`config.mk`:
```
export PLATFORM = sky130hd
export DESIGN_NAME = catmull_rom_path_sampler_top_flat
export DESIGN_NICKNAME = d
export VERILOG_FILES = /design/src/cmrps_pkg.sv /design/src/cmrps_if.sv /design/src/cmrps_tgen.sv /design/src/cmrps_mac.sv /design/src/catmull_rom_path_sampler_top.sv /design/src/flat_wrapper.sv
export SDC_FILE = /design/constraint.sdc
export NUM_CORES = 2
export LEC_CHECK = 0
export ABC_AREA = 1
export BUFFER_PORTS_ARGS = -buffer_cell sky130_fd_sc_hd__buf_2
export CORE_UTILIZATION = 50
export CTS_BUF_LIST = sky130_fd_sc_hd__clkbuf_8
export CTS_CLUSTER_DIAMETER = 200
export DETAILED_ROUTE_END_ITERATION = 10
export PLACE_DENSITY_LB_ADDON = 0.1
export REMOVE_ABC_BUFFERS = 1
export SLEW_MARGIN = 10
export SYNTH_ARGS = -nofsm -noshare
export SYNTH_HDL_FRONTEND = slang
export SYNTH_SLANG_ARGS = --single-unit
```
`constraint.sdc`:
```
create_clock -name i_clk -period 11.4 [get_ports i_clk]
set_input_delay 0.57 -clock i_clk [delete_from_list [all_inputs] [get_ports i_clk]]
set_output_delay 0.57 -clock i_clk [all_outputs]
set_load 0.1 [all_outputs]
```
`src/cmrps_pkg.sv`:
```
// Shared constants and types for the Catmull-Rom path sampler.
package cmrps_pkg;

    localparam int DEF_COORD_WIDTH = 32;
    localparam int DEF_MAX_SAMPLES = 31;

    // samples-per-segment register
    localparam int SPS_WIDTH = 5;
    localparam logic [SPS_WIDTH-1:0] SPS_RESET = 5'd20;

    // curve parameter t is an unsigned Q0.16 fraction, one extra bit of headroom
    localparam int T_FRAC  = 16;
    localparam int T_WIDTH = T_FRAC + 1;

    // accumulator guard bits above the coordinate width
    localparam int ACC_GUARD = 6;

    typedef enum logic [2:0] {
        ST_DIV,
        ST_IDLE,
        ST_LOADB,
        ST_COEF1,
        ST_COEF2,
        ST_CALC,
        ST_POINT
    } t_state;

    typedef struct packed {
        logic div_start;
        logic clear;
        logic advance;
    } t_tgen_ctl;

endpackage

```
`src/cmrps_if.sv`:
```
// Waypoint and sample channel interfaces for the Catmull-Rom path sampler.
interface cmrps_pt_if import cmrps_pkg::*; #(
    parameter int COORD_WIDTH = DEF_COORD_WIDTH
) ();
    logic                          valid;
    logic                          ready;
    logic signed [COORD_WIDTH-1:0] point_x;
    logic signed [COORD_WIDTH-1:0] point_y;
    logic                          final_point;

    modport source (output valid, point_x, point_y, final_point, input ready);
    modport sink   (input valid, point_x, point_y, final_point, output ready);
endinterface

interface cmrps_smp_if import cmrps_pkg::*; #(
    parameter int COORD_WIDTH = DEF_COORD_WIDTH
) ();
    logic                          valid;
    logic                          ready;
    logic signed [COORD_WIDTH-1:0] out_x;
    logic signed [COORD_WIDTH-1:0] out_y;
    logic                          last_of_run;
    logic                          path_end;

    modport source (output valid, out_x, out_y, last_of_run, path_end, input ready);
    modport sink   (input valid, out_x, out_y, last_of_run, path_end, output ready);
endinterface

```
`src/cmrps_tgen.sv`:
```
// Curve parameter generator: serial divide of 65536 by N, then t = floor(s*65536/N) by steps.
module cmrps_tgen import cmrps_pkg::*; #(
    parameter int MAX_SAMPLES = DEF_MAX_SAMPLES,
    localparam int NW = $clog2(MAX_SAMPLES + 1)
) (
    input  logic               i_clk,
    input  logic               i_rst_n,
    input  logic [NW-1:0]      i_n,
    input  t_tgen_ctl          i_ctl,
    output logic               o_busy,
    output logic [T_WIDTH-1:0] o_t
);

    localparam int CW = $clog2(T_WIDTH);

    logic               r_busy;
    logic [CW-1:0]      r_dcnt;
    logic [NW-1:0]      r_drem;
    logic [T_WIDTH-1:0] r_q;
    logic [T_WIDTH-1:0] r_t;
    logic [NW-1:0]      r_trem;

    logic [NW:0] w_sh;
    logic [NW:0] w_sum;
    logic        w_ge;
    logic        w_carry;

    // dividend is a single one followed by T_FRAC zeros, fed MSB first
    assign w_sh    = {r_drem, (r_dcnt == '0)};
    assign w_ge    = w_sh >= {1'b0, i_n};
    assign w_sum   = {1'b0, r_trem} + {1'b0, r_drem};
    assign w_carry = w_sum >= {1'b0, i_n};

    always_ff @(posedge i_clk) begin
        if (!i_rst_n || i_ctl.div_start) begin
            r_busy <= 1'b1;
            r_dcnt <= '0;
            r_drem <= '0;
        end else if (r_busy) begin
            r_drem <= NW'(w_ge ? (w_sh - {1'b0, i_n}) : w_sh);
            r_dcnt <= r_dcnt + 1'b1;
            if (r_dcnt == CW'(T_WIDTH - 1)) begin
                r_busy <= 1'b0;
            end
        end
    end

    always_ff @(posedge i_clk) begin
        if (r_busy) begin
            r_q <= {r_q[T_WIDTH-2:0], w_ge};
        end
        // quotient step plus carry from the running remainder
        if (i_ctl.clear) begin
            r_t    <= '0;
            r_trem <= '0;
        end else if (i_ctl.advance) begin
            r_t    <= r_t + r_q + T_WIDTH'(w_carry);
            r_trem <= NW'(w_carry ? (w_sum - {1'b0, i_n}) : w_sum);
        end
    end

    assign o_busy = r_busy;
    assign o_t    = r_t;

endmodule

```
`src/cmrps_mac.sv`:
```
// Shared multiply-accumulate unit: acc = addend + floor(mult * t / 65536).
module cmrps_mac import cmrps_pkg::*; #(
    parameter int ACC_WIDTH = DEF_COORD_WIDTH + ACC_GUARD
) (
    input  logic                        i_clk,
    input  logic                        i_en,
    input  logic signed [ACC_WIDTH-1:0] i_addend,
    input  logic signed [ACC_WIDTH-1:0] i_mult,
    input  logic        [T_WIDTH-1:0]   i_t,
    output logic signed [ACC_WIDTH-1:0] o_acc
);

    localparam int PW = ACC_WIDTH + T_WIDTH + 1;

    logic signed [PW-1:0]        w_prod;
    logic signed [ACC_WIDTH-1:0] w_scaled;
    logic signed [ACC_WIDTH-1:0] r_acc;

    assign w_prod   = i_mult * $signed({1'b0, i_t});
    // dropping the low bits of a two's complement product is a floor
    assign w_scaled = $signed(w_prod[ACC_WIDTH+T_FRAC-1:T_FRAC]);

    always_ff @(posedge i_clk) begin
        if (i_en) begin
            r_acc <= i_addend + w_scaled;
        end
    end

    assign o_acc = r_acc;

endmodule

```
`src/catmull_rom_path_sampler_top.sv`:
```
// Catmull-Rom path sampler top level: waypoint history, sequencer and output register.
//
//  channel   dir  handshake        payload
//  i_pt      in   valid/ready      point_x, point_y, final_point
//  o_smp     out  valid/ready      out_x, out_y, last_of_run, path_end
//  cfg       in   i_cfg_we         i_cfg_wdata (samples per segment)
//
//  Each sample is six passes through the shared multiply-add (Horner for x, then y) and one
//  write into the output register. A segment sets up coefficients in ST_COEF1 and ST_COEF2
//  (ST_LOADB first for the closing segment), the copied end point is written in ST_POINT and
//  a waypoint is accepted in ST_IDLE. After reset and each register write, 65536/N is divided
//  out bit-serially with i_pt.ready low. An output stall holds the sequencer at its write step.
module catmull_rom_path_sampler_top import cmrps_pkg::*; #(
    parameter int COORD_WIDTH = DEF_COORD_WIDTH,
    parameter int MAX_SAMPLES = DEF_MAX_SAMPLES
) (
    input  logic                 i_clk,
    input  logic                 i_rst_n,
    input  logic                 i_cfg_we,
    input  logic [SPS_WIDTH-1:0] i_cfg_wdata,
    cmrps_pt_if.sink             i_pt,
    cmrps_smp_if.source          o_smp
);

    localparam int W  = COORD_WIDTH;
    localparam int AW = COORD_WIDTH + ACC_GUARD;
    localparam int NW = $clog2(MAX_SAMPLES + 1);

    localparam logic [2:0] STEP_X_CB = 3'd0;
    localparam logic [2:0] STEP_X_A  = 3'd1;
    localparam logic [2:0] STEP_X_P1 = 3'd2;
    localparam logic [2:0] STEP_Y_CB = 3'd3;
    localparam logic [2:0] STEP_Y_A  = 3'd4;
    localparam logic [2:0] STEP_Y_P1 = 3'd5;
    localparam logic [2:0] STEP_WRITE = 3'd6;

    localparam logic signed [AW-2:0] HALF_MAX = {{(AW-1-W){1'b0}}, 1'b0, {(W-1){1'b1}}};
    localparam logic signed [AW-2:0] HALF_MIN = {{(AW-W){1'b1}}, {(W-1){1'b0}}};
    localparam logic signed [W-1:0]  OUT_MAX  = {1'b0, {(W-1){1'b1}}};
    localparam logic signed [W-1:0]  OUT_MIN  = {1'b1, {(W-1){1'b0}}};

    // halve with floor, then clamp to the coordinate range
    function automatic logic signed [W-1:0] f_sat(input logic signed [AW-1:0] v);
        logic signed [AW-2:0] h;
        h = $signed(v[AW-1:1]);
        if (h > HALF_MAX) begin
            return OUT_MAX;
        end else if (h < HALF_MIN) begin
            return OUT_MIN;
        end
        return h[W-1:0];
    endfunction

    t_state               r_state, n_state;
    logic [2:0]           r_step;
    logic [NW-1:0]        r_s;
    logic [SPS_WIDTH-1:0] r_sps;
    logic [1:0]           r_cnt;
    logic [1:0]           r_c;
    logic                 r_fin;
    logic                 r_seg_b;
    logic                 r_ovalid;

    logic signed [W-1:0]  r_hist [2][3];
    logic signed [W-1:0]  r_pt [2];
    logic signed [W-1:0]  r_p [2][4];
    logic signed [AW-1:0] r_ca [2];
    logic signed [AW-1:0] r_cb [2];
    logic signed [AW-1:0] r_cc [2];
    logic signed [AW-1:0] r_s1 [2];
    logic signed [AW-1:0] r_s2 [2];
    logic signed [AW-1:0] r_u [2];
    logic signed [AW-1:0] r_v [2];
    logic signed [W-1:0]  r_res_x;
    logic signed [W-1:0]  r_ox;
    logic signed [W-1:0]  r_oy;
    logic                 r_olast;
    logic                 r_oend;

    logic signed [W-1:0]  w_in [2];
    logic signed [AW-1:0] w_d [2];
    logic [NW-1:0]        w_n;
    logic                 w_nz;
    logic                 w_accept;
    logic                 w_out_free;
    logic                 w_last_s;
    logic                 w_busy;
    logic [T_WIDTH-1:0]   w_t;
    logic signed [AW-1:0] w_acc;
    logic signed [AW-1:0] w_add;
    logic signed [AW-1:0] w_mul;
    logic                 w_ax;
    logic                 w_mac_en;
    logic                 w_ready;
    logic                 w_wr_smp;
    logic                 w_wr_pt;
    t_tgen_ctl            w_ctl;

    assign w_in[0] = i_pt.point_x;
    assign w_in[1] = i_pt.point_y;

    assign w_n        = (r_sps > SPS_WIDTH'(MAX_SAMPLES)) ? NW'(MAX_SAMPLES) : NW'(r_sps);
    assign w_nz       = (w_n != '0);
    assign w_accept   = i_pt.valid && w_ready;
    assign w_out_free = !r_ovalid || o_smp.ready;
    assign w_last_s   = ((r_s + NW'(1)) == w_n);
    assign w_ax       = (r_step >= STEP_Y_CB);

    cmrps_tgen #(
        .MAX_SAMPLES (MAX_SAMPLES)
    ) u_tgen (
        .i_clk   (i_clk),
        .i_rst_n (i_rst_n),
        .i_n     (w_n),
        .i_ctl   (w_ctl),
        .o_busy  (w_busy),
        .o_t     (w_t)
    );

    cmrps_mac #(
        .ACC_WIDTH (AW)
    ) u_mac (
        .i_clk    (i_clk),
        .i_en     (w_mac_en),
        .i_addend (w_add),
        .i_mult   (w_mul),
        .i_t      (w_t),
        .o_acc    (w_acc)
    );

    // next state
    always_comb begin
        n_state = r_state;
        unique case (r_state)
            ST_DIV: begin
                if (!w_busy && !i_cfg_we) begin
                    n_state = ST_IDLE;
                end
            end
            ST_IDLE: begin
                if (i_cfg_we) begin
                    n_state = ST_DIV;
                end else if (w_accept) begin
                    if (w_nz && r_cnt >= 2'd2) begin
                        n_state = ST_COEF1;
                    end else if (w_nz && i_pt.final_point && r_cnt != 2'd0) begin
                        n_state = ST_LOADB;
                    end else if (i_pt.final_point) begin
                        n_state = ST_POINT;
                    end
                end
            end
            ST_LOADB: n_state = ST_COEF1;
            ST_COEF1: n_state = ST_COEF2;
            ST_COEF2: n_state = ST_CALC;
            ST_CALC: begin
                if (r_step == STEP_WRITE && w_out_free && w_last_s) begin
                    if (!r_seg_b && r_fin && r_c != 2'd0) begin
                        n_state = ST_LOADB;
                    end else if (r_fin) begin
                        n_state = ST_POINT;
                    end else begin
                        n_state = ST_IDLE;
                    end
                end
            end
            ST_POINT: begin
                if (w_out_free) begin
                    n_state = ST_IDLE;
                end
            end
            default: n_state = ST_DIV;
        endcase
    end

    // sequencer outputs
    always_comb begin
        w_ready         = 1'b0;
        w_mac_en        = 1'b0;
        w_add           = '0;
        w_mul           = '0;
        w_wr_smp        = 1'b0;
        w_wr_pt         = 1'b0;
        w_ctl           = '0;
        w_ctl.div_start = i_cfg_we;
        unique case (r_state)
            ST_DIV:   ;
            ST_IDLE:  w_ready = !i_cfg_we;
            ST_LOADB: ;
            ST_COEF1: w_ctl.clear = 1'b1;
            ST_COEF2: ;
            ST_CALC: begin
                if (r_step == STEP_WRITE) begin
                    w_wr_smp      = w_out_free;
                    w_ctl.advance = w_out_free && !w_last_s;
                end else begin
                    w_mac_en = 1'b1;
                    case (r_step) inside
                        STEP_X_CB, STEP_Y_CB: begin
                            w_add = r_cb[w_ax];
                            w_mul = r_cc[w_ax];
                        end
                        STEP_X_A, STEP_Y_A: begin
                            w_add = r_ca[w_ax];
                            w_mul = w_acc;
                        end
                        STEP_X_P1, STEP_Y_P1: begin
                            w_add = AW'(r_p[w_ax][1]) <<< 1;
                            w_mul = w_acc;
                        end
                        default: ;
                    endcase
                end
            end
            ST_POINT: w_wr_pt = w_out_free;
            default: ;
        endcase
    end

    // control state
    always_ff @(posedge i_clk) begin
        if (!i_rst_n) begin
            r_state  <= ST_DIV;
            r_step   <= '0;
            r_s      <= '0;
            r_sps    <= SPS_RESET;
            r_cnt    <= '0;
            r_c      <= '0;
            r_fin    <= 1'b0;
            r_seg_b  <= 1'b0;
            r_ovalid <= 1'b0;
            for (int ax = 0; ax < 2; ax++) begin
                for (int i = 0; i < 3; i++) begin
                    r_hist[ax][i] <= '0;
                end
            end
        end else begin
            r_state <= n_state;
            if (i_cfg_we) begin
                r_sps <= i_cfg_wdata;
            end
            if (w_accept) begin
                r_c     <= r_cnt;
                r_fin   <= i_pt.final_point;
                r_seg_b <= 1'b0;
                if (i_pt.final_point) begin
                    r_cnt <= '0;
                end else begin
                    for (int ax = 0; ax < 2; ax++) begin
                        r_hist[ax][0] <= r_hist[ax][1];
                        r_hist[ax][1] <= r_hist[ax][2];
                        r_hist[ax][2] <= w_in[ax];
                    end
                    if (r_cnt != 2'd3) begin
                        r_cnt <= r_cnt + 2'd1;
                    end
                end
            end
            if (r_state == ST_LOADB) begin
                r_seg_b <= 1'b1;
            end
            if (r_state == ST_COEF1) begin
                r_s <= '0;
            end
            if (r_state == ST_COEF2) begin
                r_step <= STEP_X_CB;
            end else if (r_state == ST_CALC) begin
                if (r_step != STEP_WRITE) begin
                    r_step <= r_step + 3'd1;
                end else if (w_out_free) begin
                    r_step <= STEP_X_CB;
                    r_s    <= r_s + NW'(1);
                end
            end
            if (w_wr_smp || w_wr_pt) begin
                r_ovalid <= 1'b1;
            end else if (o_smp.ready) begin
                r_ovalid <= 1'b0;
            end
        end
    end

    for (genvar ax = 0; ax < 2; ax++) begin : g_diff
        assign w_d[ax] = AW'(r_p[ax][1]) - AW'(r_p[ax][2]);
    end

    // segment points, coefficients and result payload
    always_ff @(posedge i_clk) begin
        if (w_accept) begin
            for (int ax = 0; ax < 2; ax++) begin
                r_pt[ax]   <= w_in[ax];
                // first segment of a path clamps p0 to p1
                r_p[ax][0] <= (r_cnt == 2'd3) ? r_hist[ax][0] : r_hist[ax][1];
                r_p[ax][1] <= r_hist[ax][1];
                r_p[ax][2] <= r_hist[ax][2];
                r_p[ax][3] <= w_in[ax];
            end
        end
        if (r_state == ST_LOADB) begin
            for (int ax = 0; ax < 2; ax++) begin
                r_p[ax][0] <= (r_c >= 2'd2) ? r_hist[ax][1] : r_hist[ax][2];
                r_p[ax][1] <= r_hist[ax][2];
                r_p[ax][2] <= r_pt[ax];
                r_p[ax][3] <= r_pt[ax];
            end
        end
        if (r_state == ST_COEF1) begin
            for (int ax = 0; ax < 2; ax++) begin
                r_ca[ax] <= AW'(r_p[ax][2]) - AW'(r_p[ax][0]);
                r_s1[ax] <= (AW'(r_p[ax][0]) <<< 1) + (AW'(r_p[ax][2]) <<< 2);
                r_s2[ax] <= (AW'(r_p[ax][1]) <<< 2) + AW'(r_p[ax][1]) + AW'(r_p[ax][3]);
                r_u[ax]  <= w_d[ax] + (w_d[ax] <<< 1);
                r_v[ax]  <= AW'(r_p[ax][3]) - AW'(r_p[ax][0]);
            end
        end
        if (r_state == ST_COEF2) begin
            for (int ax = 0; ax < 2; ax++) begin
                r_cb[ax] <= r_s1[ax] - r_s2[ax];
                r_cc[ax] <= r_u[ax] + r_v[ax];
            end
        end
        // x result sits in the accumulator as the y pass starts
        if (r_state == ST_CALC && r_step == STEP_Y_CB) begin
            r_res_x <= f_sat(w_acc);
        end
        if (w_wr_smp) begin
            r_ox    <= r_res_x;
            r_oy    <= f_sat(w_acc);
            r_olast <= w_last_s && !r_fin;
            r_oend  <= 1'b0;
        end else if (w_wr_pt) begin
            r_ox    <= r_pt[0];
            r_oy    <= r_pt[1];
            r_olast <= 1'b1;
            r_oend  <= 1'b1;
        end
    end

    assign i_pt.ready        = w_ready;
    assign o_smp.valid       = r_ovalid;
    assign o_smp.out_x       = r_ox;
    assign o_smp.out_y       = r_oy;
    assign o_smp.last_of_run = r_olast;
    assign o_smp.path_end    = r_oend;

endmodule
```
`src/flat_wrapper.sv`:
```
// flat-port wrapper written by rule: the top's interface ports become plain ports
module catmull_rom_path_sampler_top_flat import cmrps_pkg::*;
#(
    parameter int COORD_WIDTH = DEF_COORD_WIDTH,
    parameter int MAX_SAMPLES = DEF_MAX_SAMPLES
)
  (i_clk, i_rst_n, i_cfg_we, i_cfg_wdata, i_pt_valid, i_pt_point_x, i_pt_point_y, i_pt_final_point, i_pt_ready, o_smp_valid, o_smp_out_x, o_smp_out_y, o_smp_last_of_run, o_smp_path_end, o_smp_ready);
  cmrps_pt_if #(.COORD_WIDTH(COORD_WIDTH)) i_pt_i ();
  cmrps_smp_if #(.COORD_WIDTH(COORD_WIDTH)) o_smp_i ();
  input  logic i_clk;
  input  logic i_rst_n;
  input  logic i_cfg_we;
  input  logic [SPS_WIDTH-1:0] i_cfg_wdata;
  input wire logic [$bits(i_pt_i.valid)-1:0] i_pt_valid;
  input wire logic [$bits(i_pt_i.point_x)-1:0] i_pt_point_x;
  input wire logic [$bits(i_pt_i.point_y)-1:0] i_pt_point_y;
  input wire logic [$bits(i_pt_i.final_point)-1:0] i_pt_final_point;
  output wire logic [$bits(i_pt_i.ready)-1:0] i_pt_ready;
  output wire logic [$bits(o_smp_i.valid)-1:0] o_smp_valid;
  output wire logic [$bits(o_smp_i.out_x)-1:0] o_smp_out_x;
  output wire logic [$bits(o_smp_i.out_y)-1:0] o_smp_out_y;
  output wire logic [$bits(o_smp_i.last_of_run)-1:0] o_smp_last_of_run;
  output wire logic [$bits(o_smp_i.path_end)-1:0] o_smp_path_end;
  input wire logic [$bits(o_smp_i.ready)-1:0] o_smp_ready;
  assign i_pt_i.valid = i_pt_valid;
  assign i_pt_i.point_x = i_pt_point_x;
  assign i_pt_i.point_y = i_pt_point_y;
  assign i_pt_i.final_point = i_pt_final_point;
  assign i_pt_ready = i_pt_i.ready;
  assign o_smp_valid = o_smp_i.valid;
  assign o_smp_out_x = o_smp_i.out_x;
  assign o_smp_out_y = o_smp_i.out_y;
  assign o_smp_last_of_run = o_smp_i.last_of_run;
  assign o_smp_path_end = o_smp_i.path_end;
  assign o_smp_i.ready = o_smp_ready;
  catmull_rom_path_sampler_top #(.COORD_WIDTH(COORD_WIDTH), .MAX_SAMPLES(MAX_SAMPLES)) u_core (.i_clk(i_clk), .i_rst_n(i_rst_n), .i_cfg_we(i_cfg_we), .i_cfg_wdata(i_cfg_wdata), .i_pt(i_pt_i), .o_smp(o_smp_i));
endmodule
```
=== Yosys cells after proc, flatten, opt, wreduce, memory -nomap -nowiden ===
Memory sizes are Yosys's and may differ from the RTL's.
Index checks and enable logic that the tools add are counted.

* Multipliers: 1
* Equality and inequality tests: 22
* Add/subtract/negate cells: 28
* Multiplexer cells: 92
* Magnitude comparators: 8
* Reductions and logical operators: 40
* Bitwise logic cells: 15

{| class="wikitable"
|+ Operators by type and width
! kind !! number
|-
| 32-bit two-way mux || 26
|-
| 38-bit two-way mux || 10
|-
| 32-bit by 32-bit subtractor with 33-bit output || 6
|-
| 38-bit adder || 5
|-
| 38-bit subtractor || 2
|-
| 35-bit by 32-bit adder with 36-bit output || 2
|-
| 33-bit by 34-bit adder with 35-bit output || 2
|-
| 34-bit by 32-bit adder with 35-bit output || 2
|-
| 38-bit by 18-bit multiplier with 54-bit output || 1
|-
| 5-bit two-way mux || 8
|-
| 37-bit by 32-bit greater-than comparator with 1-bit output (second input constant) || 1
|-
| 37-bit by 32-bit less-than comparator with 1-bit output (second input constant) || 1
|-
| 3-bit two-way mux || 12
|-
| 1-bit two-way mux || 33
|-
| 3-bit one-hot mux with 7 select lines || 1
|-
| 3-bit == test (second input constant) || 6
|-
| 17-bit by 1-bit adder with 17-bit output || 1
|-
| 17-bit adder || 1
|-
| 1-bit OR || 14
|-
| 2-bit nonzero test || 7
|-
| 3-bit by 2-bit == test with 1-bit output (second input constant) || 4
|-
| 6-bit by 5-bit >= comparator with 1-bit output || 2
|-
| 1-bit logical AND || 12
|-
| 5-bit by 1-bit adder with 5-bit output (second input constant) || 2
|-
| 26 further kinds || 45
|}

* Memories kept: 10
* Output and inout port bits: 68
* RAM bits: 1044
* Flip-flop bits (word level): 209
* Input bits: 75
* Word-level logic and storage cells: 237

{| class="wikitable"
|+ Memories
! memory !! depth !! width !! read ports !! clocked after memory_dff !! wr ports !! RTL line !! source
|-
| u_core.r_p || 2 || 128 || 3 || 0 || 2 || catmull_rom_path_sampler_top.sv:66 || <nowiki>logic signed [W-1:0] r_p [2][4];</nowiki>
|-
| u_core.r_hist || 2 || 96 || 2 || 0 || 2 || catmull_rom_path_sampler_top.sv:64 || <nowiki>logic signed [W-1:0] r_hist [2][3];</nowiki>
|-
| u_core.r_ca || 2 || 38 || 1 || 0 || 2 || catmull_rom_path_sampler_top.sv:67 || <nowiki>logic signed [AW-1:0] r_ca [2];</nowiki>
|-
| u_core.r_cb || 2 || 38 || 1 || 0 || 2 || catmull_rom_path_sampler_top.sv:68 || <nowiki>logic signed [AW-1:0] r_cb [2];</nowiki>
|-
| u_core.r_cc || 2 || 38 || 1 || 0 || 2 || catmull_rom_path_sampler_top.sv:69 || <nowiki>logic signed [AW-1:0] r_cc [2];</nowiki>
|-
| u_core.r_s1 || 2 || 38 || 2 || 0 || 2 || catmull_rom_path_sampler_top.sv:70 || <nowiki>logic signed [AW-1:0] r_s1 [2];</nowiki>
|-
| +4 memories || -- || -- || -- || -- || -- || -- ||
|}

=== Depth between registers and ports, before layout ===
* Depth in word-level cells: 10
* Mapped depth: 54

=== Cells and area by module ===
A second synthesis with hierarchy kept.

* Cell total of the unflattened synthesis: 12159
* Area, all modules: 102965.0 µm²

{| class="wikitable"
|+ Modules (own cells, without submodules)
! module !! area an instance (µm²) !! times used !! cells an instance
|-
| catmull_rom_path_sampler_top || 72908.7 || 1 || 8079
|-
| cmrps_mac || 26645.6 || 1 || 3616
|-
| cmrps_tgen || 3410.8 || 1 || 464
|}

=== Least setup slack after synthesis ===
Ideal clock, no wire load.

* Path kind: register to register
* From: register u_core.r_state[2]
* To: register u_core.r_step[2]
* Buffers on the path: 0
* Period minus slack after synthesis: 11743 ps
* Library setup time: 129 ps
* Required time: 11271 ps
* Stages on the path, launching flop included: 5
* Setup slack: -343 ps
* Arrival time: 11614 ps
* Cell sequence: dfxtp_1 -> inv_1 -> nor3_1 -> nor2_1 -> and2_1

* Longest elaborated chain between the ends: 2
* Elaborated cells between the ends (all ways): 4

{| class="wikitable"
|+ Ends and longest elaborated chain
! item !! RTL line !! source
|-
| start, declared || catmull_rom_path_sampler_top.sv:54 || <nowiki>t_state r_state, n_state;</nowiki>
|-
| start signal, assigned || catmull_rom_path_sampler_top.sv:238 || <nowiki>r_state <= n_state;</nowiki>
|-
| 3-bit == test (on tied branches) || catmull_rom_path_sampler_top.sv:267, catmull_rom_path_sampler_top.sv:265 ||
|-
| 2-bit AND reduction (no source line) or 2-bit OR reduction (tied branches) || -- ||
|-
| end signal, assigned || catmull_rom_path_sampler_top.sv:269 || <nowiki>r_step <= r_step + 3'd1;</nowiki>
|-
| end, declared || catmull_rom_path_sampler_top.sv:55 || <nowiki>logic [2:0] r_step;</nowiki>
|}

Parallel ways exist; a longest one is shown, timed or not.
A chain may end at the register's enable or synchronous reset.

=== Final worst setup path ===
* From: register u_core.r_state[2]
* To: register u_core.u_mac.r_acc[35], in the netlist u_core.u_mac.o_acc[35] (data pin)

* Longest elaborated chain between the ends: 4
* Elaborated cells between the ends (all ways): 5

{| class="wikitable"
|+ Ends and longest elaborated chain
! item !! RTL line !! source
|-
| 3-bit == test * || catmull_rom_path_sampler_top.sv:186 || <nowiki>unique case (r_state)</nowiki>
|-
| 38-bit two-way mux || catmull_rom_path_sampler_top.sv:186 ||
|-
| 38-bit by 18-bit multiplier with 54-bit output || cmrps_mac.sv:19 || <nowiki>assign w_prod = i_mult * $signed({1'b0, i_t});</nowiki>
|-
| 38-bit adder * || cmrps_mac.sv:25 || <nowiki>r_acc <= i_addend + w_scaled;</nowiki>
|-
| end signal, assigned || cmrps_mac.sv:25 ||
|-
| end, declared || cmrps_mac.sv:17 || <nowiki>logic signed [ACC_WIDTH-1:0] r_acc;</nowiki>
|}

Mark *: on every way between the ends. The rest lies on a longest branch, timed or not.

==> qor.yml <==
status: "finished, final reports clean"
die_h_um: 458
maxCapViolations: 0
drive_above_1_share_pct: 4.71
area_growth_pct: 8.46
final_common_cell: "nand2_1"
ys_ff_latch: 1215
post_cts_buffers: 0
initial_utilization_pct: 50.3
hpwl_um: 335000
p_leak_nw: 50.2
syn_area_um2: 104000
finalPower_w: 0.0274
grt_max_degree: 155
period_share_pct: 93.5
path_max_fanout: 24
fp.dieW_um: 458
wirelength_um: 408000
crit_slowest_cell: "fa_1"
clk-insertion-delay-late_ns: 1.06
yosys_most_used_dff: "edfxtp_1"
tns_ns: 0
final_area_um2: 113000
cts_tree: "built"
clockRootBuffer: "clkbuf_8"
fin_skew_ns: 0.124
yosysWarnings: 0
htreeDepth: 4
wl_per_cell_um: 26.0
fmax_mhz: 93.9
timing.final.max_slew_violations: 0
dr.pass1.iters: 8
cpPeakStageDelay_ns: 0.55
setup_viol: 0
startpoint_type: "register"
ant_nets: 0
hold_violations: 0
synth.distinct_cells: 57
antenna_found_initial: 25
setup.worst_path.end_class: "register"
finalWorstSetupSlack_ns: 0.745
drt_iter0_markers: 9821
critPathTopFamily: "adder cells"
critical_path_buf_inv_count: 12
drc_errors: 0
ioPinCount: 143
place_area_um2: 108000
syn_inst: 12497
worst_pin_slew_ns: 1.15
final_cell_mix: "nand2_1 (2,476), inv_1 (2,100), nor2_1 (1,390)"
coreArea_um2: 207000
cts.path.max_buffers: 3
cts_buffers: 211
row_count: 167
synth-edff-count: 1158
critPathRequiredTime_ns: 12.12
layout.nets: 14209
grt_usage_pct: 38.4
nFillCells: 19530
slew_headroom_pct: 23.2
critPathKind: "reg -> reg"
clk_pin_slew_ns: 0.07
pwr_density_cell_nw_per_um2: 243
rsz0062_at_grt: "no"
cts_sinks: 1215
die_area_um2: 210000
first_global_vias: 89730
async_flop_share_pct: 0
gp_congestion: 1.11
synth_area_per_cell_um2: 8.34
grt_pass1_wl_um: 588000
layout_min_cycle_time_ns: 10.65
fin_util_pct: 54.6
pre_cts_slack_ns: 0.490
vias_per_cell: 5.81
grt-ovfl-total: 0
holdCritPathClass: "in -> reg"
portBuffers: 142
num_vias: 91226
ys_seq_area_share_pct: 34.5
arrival_ns: 11.38
cpMostUsedCell: "inv_1"
ir_drop_mv: 0.266
[repair_timing]
action,4_1_cts,5_1_grt
gates resized for setup,0,2
endpoints found under the hold margin,200,0
setup endpoints to repair,0,2
hold buffers,83,0
[registers in the layout, summed over array words and instances, names as in the netlist, 38 cells and up]
signal	count
u_core.r_s1	68
u_core.r_hist	192
u_core.r_u	70
u_core.r_cc	76
u_core.r_p	256
u_core.r_ca	66
u_core.r_pt	64
u_core.r_cb	76
u_core.r_v	66
u_core.u_mac.o_acc	38
u_core.r_s2	72
[area by class of cell]
type / instances / area (um2) / area share, %
multi-input cells: 8892 / 59200 / 52.4
well taps: 2788 / 3490 / 3.09
clock buffers: 213 / 2930 / 2.59
flip-flops and latches: 1215 / 35900 / 31.8
clock inverters: 175 / 1250 / 1.11
diodes: 13 / 32.5 / 0.0288
repair buffers: 314 / 2280 / 2.02
inverters: 2091 / 7860 / 6.95
[kinds of logic (layout without fill, tap and decap cells)]
kind of cell / Yosys count / in the layout / share of synthesized area, %
simple gates: 4571 / 4571 / 17.6
xor+xnor: 551 / 551 / 4.63
fa+ha+maj: 1409 / 1409 / 21.8
compound gates: 2361 / 2361 / 12.7
flops: 1215 / 1215 / 34.5
other cells: 0 / 13 / 0
buf+inv: 2390 / 2793 / 8.77
[power by group]
group | leakage, nW | internal (W) | switching (W) | total, W
Combinational | 36.6 | 0.00480 | 0.0110 | 0.0158
Clock | 2.35 | 0.00207 | 0.00202 | 0.00409
Sequential | 11.3 | 0.00668 | 0.000877 | 0.00756
[synthesized netlist by cell type (all sizes together), types with 17 or more instances]
library cell,n,area share (%)
xnor2,163,1.4
o21bai,123,0.89
xor2,388,3.3
inv,2087,7.5
buf,116,0.58
nor2,1395,5.0
nand3b,17,0.12
o211ai,90,0.65
dfxtp,57,1.1
ha,728,8.7
a21oi,812,3.9
o221ai,18,0.15
nand4,99,0.59
nor4,53,0.32
clkbuf,183,0.66
edfxtp,1158,33
o22ai,31,0.19
nand2,2492,9.0
nor3,102,0.49
a21o,91,0.66
a31oi,140,0.84
nand3,390,1.9
a21boi,39,0.28
fa,681,13
a211oi,20,0.14
o21ai,946,4.5
[layer usage]
layer	track usage (%)	share of wire (%)	vias to the layer above	wire length, um
met3	7.56	8.6	957	35000
met2	59.8	44	4340	181000
li1	-	-	41510	-
met1	49.1	40	44407	162000
met4	23.7	7.4	12	30000
met5	0	0.018	-	73
[final timing paths]
kind	start	slack, ns	cells after the start	to
worst max-delay path	u_core.r_state[2]$_SDFFE_PN0P_	0.75	37	u_core.u_mac.o_acc[35]$_DFFE_PP_
worst min-delay path	o_smp_ready	0.11	6	u_core.o_smp.path_end$_SDFFE_PP0P_
worst max register to register	u_core.r_state[2]$_SDFFE_PN0P_	0.75	37	u_core.u_mac.o_acc[35]$_DFFE_PP_
worst min register to register	u_core.u_tgen.r_q[4]$_DFFE_PP_	0.45	0	u_core.u_tgen.r_q[5]$_DFFE_PP_
[per-stage QoR]
stage	std cells	hold slack (ns)
after detailed placement	15217	0.441
after global routing	15693	0.0762
after floorplan	12198	0.431
after global placement	15217	0.437
final	15701	0.107
after CTS	15688	0.0264
[worst register-to-register path: cells and delay by family (launching register included)]
family,cells,cell delay (ns)
adders and majority gates,8,4.01
xor gates and xnor gates,2,0.23
DFF,1,0.45
buffers and inverters,12,2.03
and+or+nand+nor,15,3.66
No activity file was read; power rests on OpenSTA's default activity.
